File: src/sv/tpt_pkg.sv
// ----------------------------------------------------------------------------
// tpt_pkg
// Shared types and constants of the tunnel peer table.
// ----------------------------------------------------------------------------
package tpt_pkg;

	localparam int TableEntries = 256;
	localparam int IdxW = $clog2(TableEntries);

	// register indexes
	localparam logic [1:0] REG_POOL_BASE = 2'd0;
	localparam logic [1:0] REG_POOL_SIZE = 2'd1;
	localparam logic [1:0] REG_TIMEOUT = 2'd2;

	localparam logic [31:0] PoolBaseRst = 32'd167772162;
	localparam logic [8:0] PoolSizeRst = 9'd252;
	localparam logic [31:0] TimeoutRst = 32'd300;
	localparam logic [8:0] FreedMax = 9'd511;

	typedef enum logic [1:0] {
		MODE_LEARN = 2'd0,
		MODE_LOOKUP = 2'd1,
		MODE_TICK = 2'd2,
		MODE_SWEEP = 2'd3
	} mode_t;

	typedef enum logic [2:0] {
		ST_KNOWN = 3'd0,
		ST_NEW = 3'd1,
		ST_FULL = 3'd2,
		ST_FOUND = 3'd3,
		ST_MISS = 3'd4,
		ST_TICK = 3'd5,
		ST_SWEPT = 3'd6
	} status_t;

	typedef enum logic [2:0] {
		S_IDLE,
		S_SCAN,
		S_DRAIN,
		S_FINISH,
		S_LOOKUP,
		S_DONE
	} state_t;

	// commands from controller to datapath
	typedef struct packed {
		logic capture;
		logic scan_step;
		logic learn_wr;
		logic lookup_rd;
		logic result_ld;
	} dp_cmd_t;

	// status from datapath to controller
	typedef struct packed {
		logic scan_last;
		logic out_free;
		mode_t mode;
	} dp_sts_t;

endpackage

File: src/sv/tpt_ctrl.sv
// ----------------------------------------------------------------------------
// tpt_ctrl
// Controller: sequences table scans, lookups and result hand-off.
// ----------------------------------------------------------------------------
module tpt_ctrl (
	input  logic              clk,
	input  logic              arst_n,
	input  logic              in_valid,
	input  logic [1:0]        in_mode,
	output logic              in_ready,
	input  tpt_pkg::dp_sts_t  sts,
	output tpt_pkg::dp_cmd_t  cmd,
	output tpt_pkg::state_t   state
);
	import tpt_pkg::*;

	state_t state_q, state_d;

	// state register
	always_ff @(posedge clk or negedge arst_n) begin
		if (!arst_n) state_q <= S_IDLE;
		else state_q <= state_d;
	end

	// next state
	always_comb begin
		state_d = state_q;
		unique case (state_q)
			S_IDLE: begin
				if (in_valid) begin
					unique case (mode_t'(in_mode))
						MODE_LEARN, MODE_SWEEP: state_d = S_SCAN;
						MODE_LOOKUP: state_d = S_LOOKUP;
						MODE_TICK: state_d = S_DONE;
						default: state_d = S_DONE;
					endcase
				end
			end
			S_SCAN: if (sts.scan_last) state_d = S_DRAIN;
			S_DRAIN: state_d = S_FINISH;
			S_FINISH: state_d = S_DONE;
			S_LOOKUP: state_d = S_DONE;
			S_DONE: if (sts.out_free) state_d = S_IDLE;
			default: state_d = S_IDLE;
		endcase
	end

	// command outputs
	always_comb begin
		cmd = '0;
		in_ready = 1'b0;
		unique case (state_q)
			S_IDLE: begin
				in_ready = 1'b1;
				cmd.capture = in_valid;
			end
			S_SCAN: cmd.scan_step = 1'b1;
			S_FINISH: cmd.learn_wr = (sts.mode == MODE_LEARN);
			S_LOOKUP: cmd.lookup_rd = 1'b1;
			S_DONE: cmd.result_ld = sts.out_free;
			default: ;
		endcase
	end

	assign state = state_q;

endmodule

File: config.mk
export PLATFORM = sky130hd
export DESIGN_NAME = tpt_ctrl
export DESIGN_NICKNAME = d
export VERILOG_FILES = /design/src/sv/tpt_pkg.sv /design/src/sv/tpt_ctrl.sv
export SDC_FILE = /design/constraint.sdc
export NUM_CORES = 1
export LEC_CHECK = 0
export ABC_CLOCK_PERIOD_IN_PS = 1200
export BUFFER_PORTS_ARGS = -buffer_cell sky130_fd_sc_hd__buf_2
export CORE_AREA = 3 3 40 42
export CTS_BUF_LIST = sky130_fd_sc_hd__clkbuf_16
export DETAILED_ROUTE_END_ITERATION = 7
export DIE_AREA = 0 0 43 45
export SLEW_MARGIN = 30
export SYNTH_ARGS = -nofsm -noshare
export SYNTH_HDL_FRONTEND = slang
export SYNTH_SLANG_ARGS = --single-unit
File: constraint.sdc
create_clock -name clk -period 1.2 [get_ports clk]
set_clock_uncertainty 0.05 [all_clocks]
set_input_delay 0.06 -clock clk [delete_from_list [all_inputs] [get_ports clk]]
set_output_delay 0.06 -clock clk [all_outputs]
set_load 0.05 [all_outputs]
==> results.cfg <==
[sta]
setup_viol = 7
slew_headroom_pct = 83.6
tightest_slew_ns = 0.248
hold_viol = 0
timing.final.crit_share_pct = 111
final.min_clock_period_ns = 1.34
slew_viol_final = 0
fin_ws_ns = -0.135
fin_tns_setup_ns = -0.575
rsz0062_at_grt = yes
fmax_mhz = 749

[cts]
cts_buffers = 3
htree_levels = 1
numClockSinks = 3
insertion_delay_ns = 0.22
cts.path.max_buffers = 2
clkTransAtPathRegs_ns = 0.03
clock-root-buffer = clkbuf_16
cts_tree = done

[yosys]
synthMuxAreaShare_pct = 0
synth_area_leaders = dfrtp_1 (33%), and2_1 (8.2%), nand3b_1 (6.6%), ha_1 (5.5%), nand2b_1 (5.5%)
synth_cells = 25
synth_top_area_share_pct = 33.0
yosys.area.top_type = dfrtp_1
ys_ff_latch = 3
syn_area_um2 = 228
syn-mean-instance-area_um2 = 9.11
ys_types = 17
ys_warn_count = 0
syn_nets = 35
synth_top_family_by_area = simple AND/OR/NAND/NOR gates
synth_xor_xnor_area_share_pct = 0
synth_fa_ha_area_share_pct = 5.49
synth-simple-area-share_pct = 42.3
seq_area_frac_synth_pct = 33.0
synth_compound_area_share_pct = 12.6

[worst_hold_path]
worstHoldStart = sts[3]
hold_class = in -> reg
hold_depth = 3
hold_end = state[1]$_DFFE_PN0P_

[final_layout]
n_antenna_cell = 0
final_common_cell = buf_2
fin_nets = 63
utilization_pct = 41.9
fin_area_um2 = 538
area_delta_synth_final_pct = 136
largest_reg_flops = 3
layout_common_cells = buf_2 (11), buf_4 (6), buf_6 (5)
layout-drive-gt1-share_pct = 69.2

[drt]
drtIter0Drc = 1
drt_pass1_iterations = 2
routedWlPerCell_um = 11.0
viasPerCell = 4.27
vias = 286
drt.antenna.violating_nets = 0
drc = 0
wirelength_um = 740

[setup_path]
arrival_ns = 1.23
path_buf_inv = 1
r2r-start = state[0]$_DFFE_PN0P_
critPathLaunchType = flip-flop
reg2reg_slack_ns = -0.04
crit_chain = nand3b_1, nor3_4, buf_6
cpPeakStageDelay_ns = 0.44
crit_fanout = 6
end_kind = primary output
r2r-end = state[0]$_DFFE_PN0P_
critical_path_class = reg -> out
slowest_stage = dfrtp_2
cp_num_cells = 3
reg2regPathDepth = 2
cpLargestDelayFamily = flip-flops
critical_path_required_ns = 1.09

[power]
ir_worst_vdd_v = 0.00111
leakagePower_uw = 0.000260
power_uw = 1810
powerDensity_nw_per_um2 = 3370

[grt]
grt_overflow_total = 0
antenna_found_initial = 0
grt_pass1_wl_mm = 1.26
grt.total_usage_pct = 8.92
grt_pass1_vias = 337
grt_max_degree = 10

[placement]
place_area_um2 = 375
pre_cts_slack_ns = -0.0256
place_hpwl_um = 508
io_buffers = 17
globalplace.congestion = 0.650

[floorplanning]
rows = 13
die-area_um2 = 1940
initial_core_util_pct = 17.7
die_h_um = 45
die_w_um = 43
io_pins = 18
core_area_um2 = 1280

[status]
violations = setup timing
status = complete, but fails checks

[job]
cap_violations = 0
==> worst min-delay path: stages <==
cell      delay (ns)
buf_2           0.10
nand3b_1        0.08
a21oi_1         0.06
==> report_power, final <==
part	internal, uW	total, uW	leakage, uW	switching [uW]
Sequential	156	262	0.0000334	106
Clock	430	522	0.0000423	92.6
Combinational	426	1030	0.000185	602
Total	1010	1810	0.000260	801
==> per-layer routing <==
| layer | GRT usage (%) | share of wire [%] |
|---|---|---|
| met5 | 0 | 0 |
| met1 | 10.7 | 45 |
| met3 | 1.20 | 8.4 |
| met4 | 9.04 | 3.0 |
| met2 | 13.5 | 44 |
==> cells by family (layout without fill, tap and decap cells) <==
family / count (synthesis) / after routing
AO/OA/AOI/OAI: 4 / 4
flip-flops: 3 / 3
buffers and inverters: 2 / 29
AND/OR/NAND/NOR: 15 / 15
adder cells (fa/ha/maj): 1 / 1
==> cell type report <==
cell class,instances,area [um^2]
fill,123,747
multi-input combinational,20,176
sequential,3,78.8
timing repair buffer,24,181
tap,15,18.8
clock inverter,1,3.75
inverter,1,3.75
clock buffer,3,75.1
==> worst max-delay path by stage <==
stage / startpoint / endpoint / slack, ns
finish: state[2]$_DFFE_PN0P_ / cmd[2] / -0.14
CTS: state[2]$_DFFE_PN0P_ / cmd[2] / -0.15
floorplan: state[0]$_DFFE_PN0P_ / cmd[4] / -0.41
global route: state[2]$_DFFE_PN0P_ / cmd[2] / -0.20
detailed placement: state[0]$_DFFE_PN0P_ / state[0]$_DFFE_PN0P_ / -0.03
global placement: state[2]$_DFFE_PN0P_ / cmd[2] / -0.007
==> Yosys cell counts <==
| cell type | count |
|---|---|
| a21oi_1 | 1 |
| nand2b_1 | 2 |
| or4b_1 | 1 |
| inv_1 | 1 |
| nor3_1 | 2 |
| o211ai_1 | 1 |
| nor2_1 | 2 |
| a32oi_1 | 1 |
| nand3b_1 | 2 |
| dfrtp_1 | 3 |
| buf_6 | 1 |
| or2b_1 | 1 |
| a21o_1 | 1 |
| and2_1 | 3 |
| ha_1 | 1 |
| nor2b_1 | 1 |
| or3b_1 | 1 |
==> stage by stage <==
stage	hold WS, ns	instances
3_3_place_gp	-0.191	58
4_1_cts	0.0555	67
5_1_grt	0.0870	67
6_report	0.0662	67
3_5_place_dp	-0.189	58
2_1_floorplan	-0.286	25
==> repair_timing <==
action	CTS	global route
resized for setup	14	0
hold buffers	1	0
setup endpoints to repair	8	8
setup buffers	4	0
endpoints found under the hold margin	3	0
Note: power is estimated with default switching activity, not from simulation.
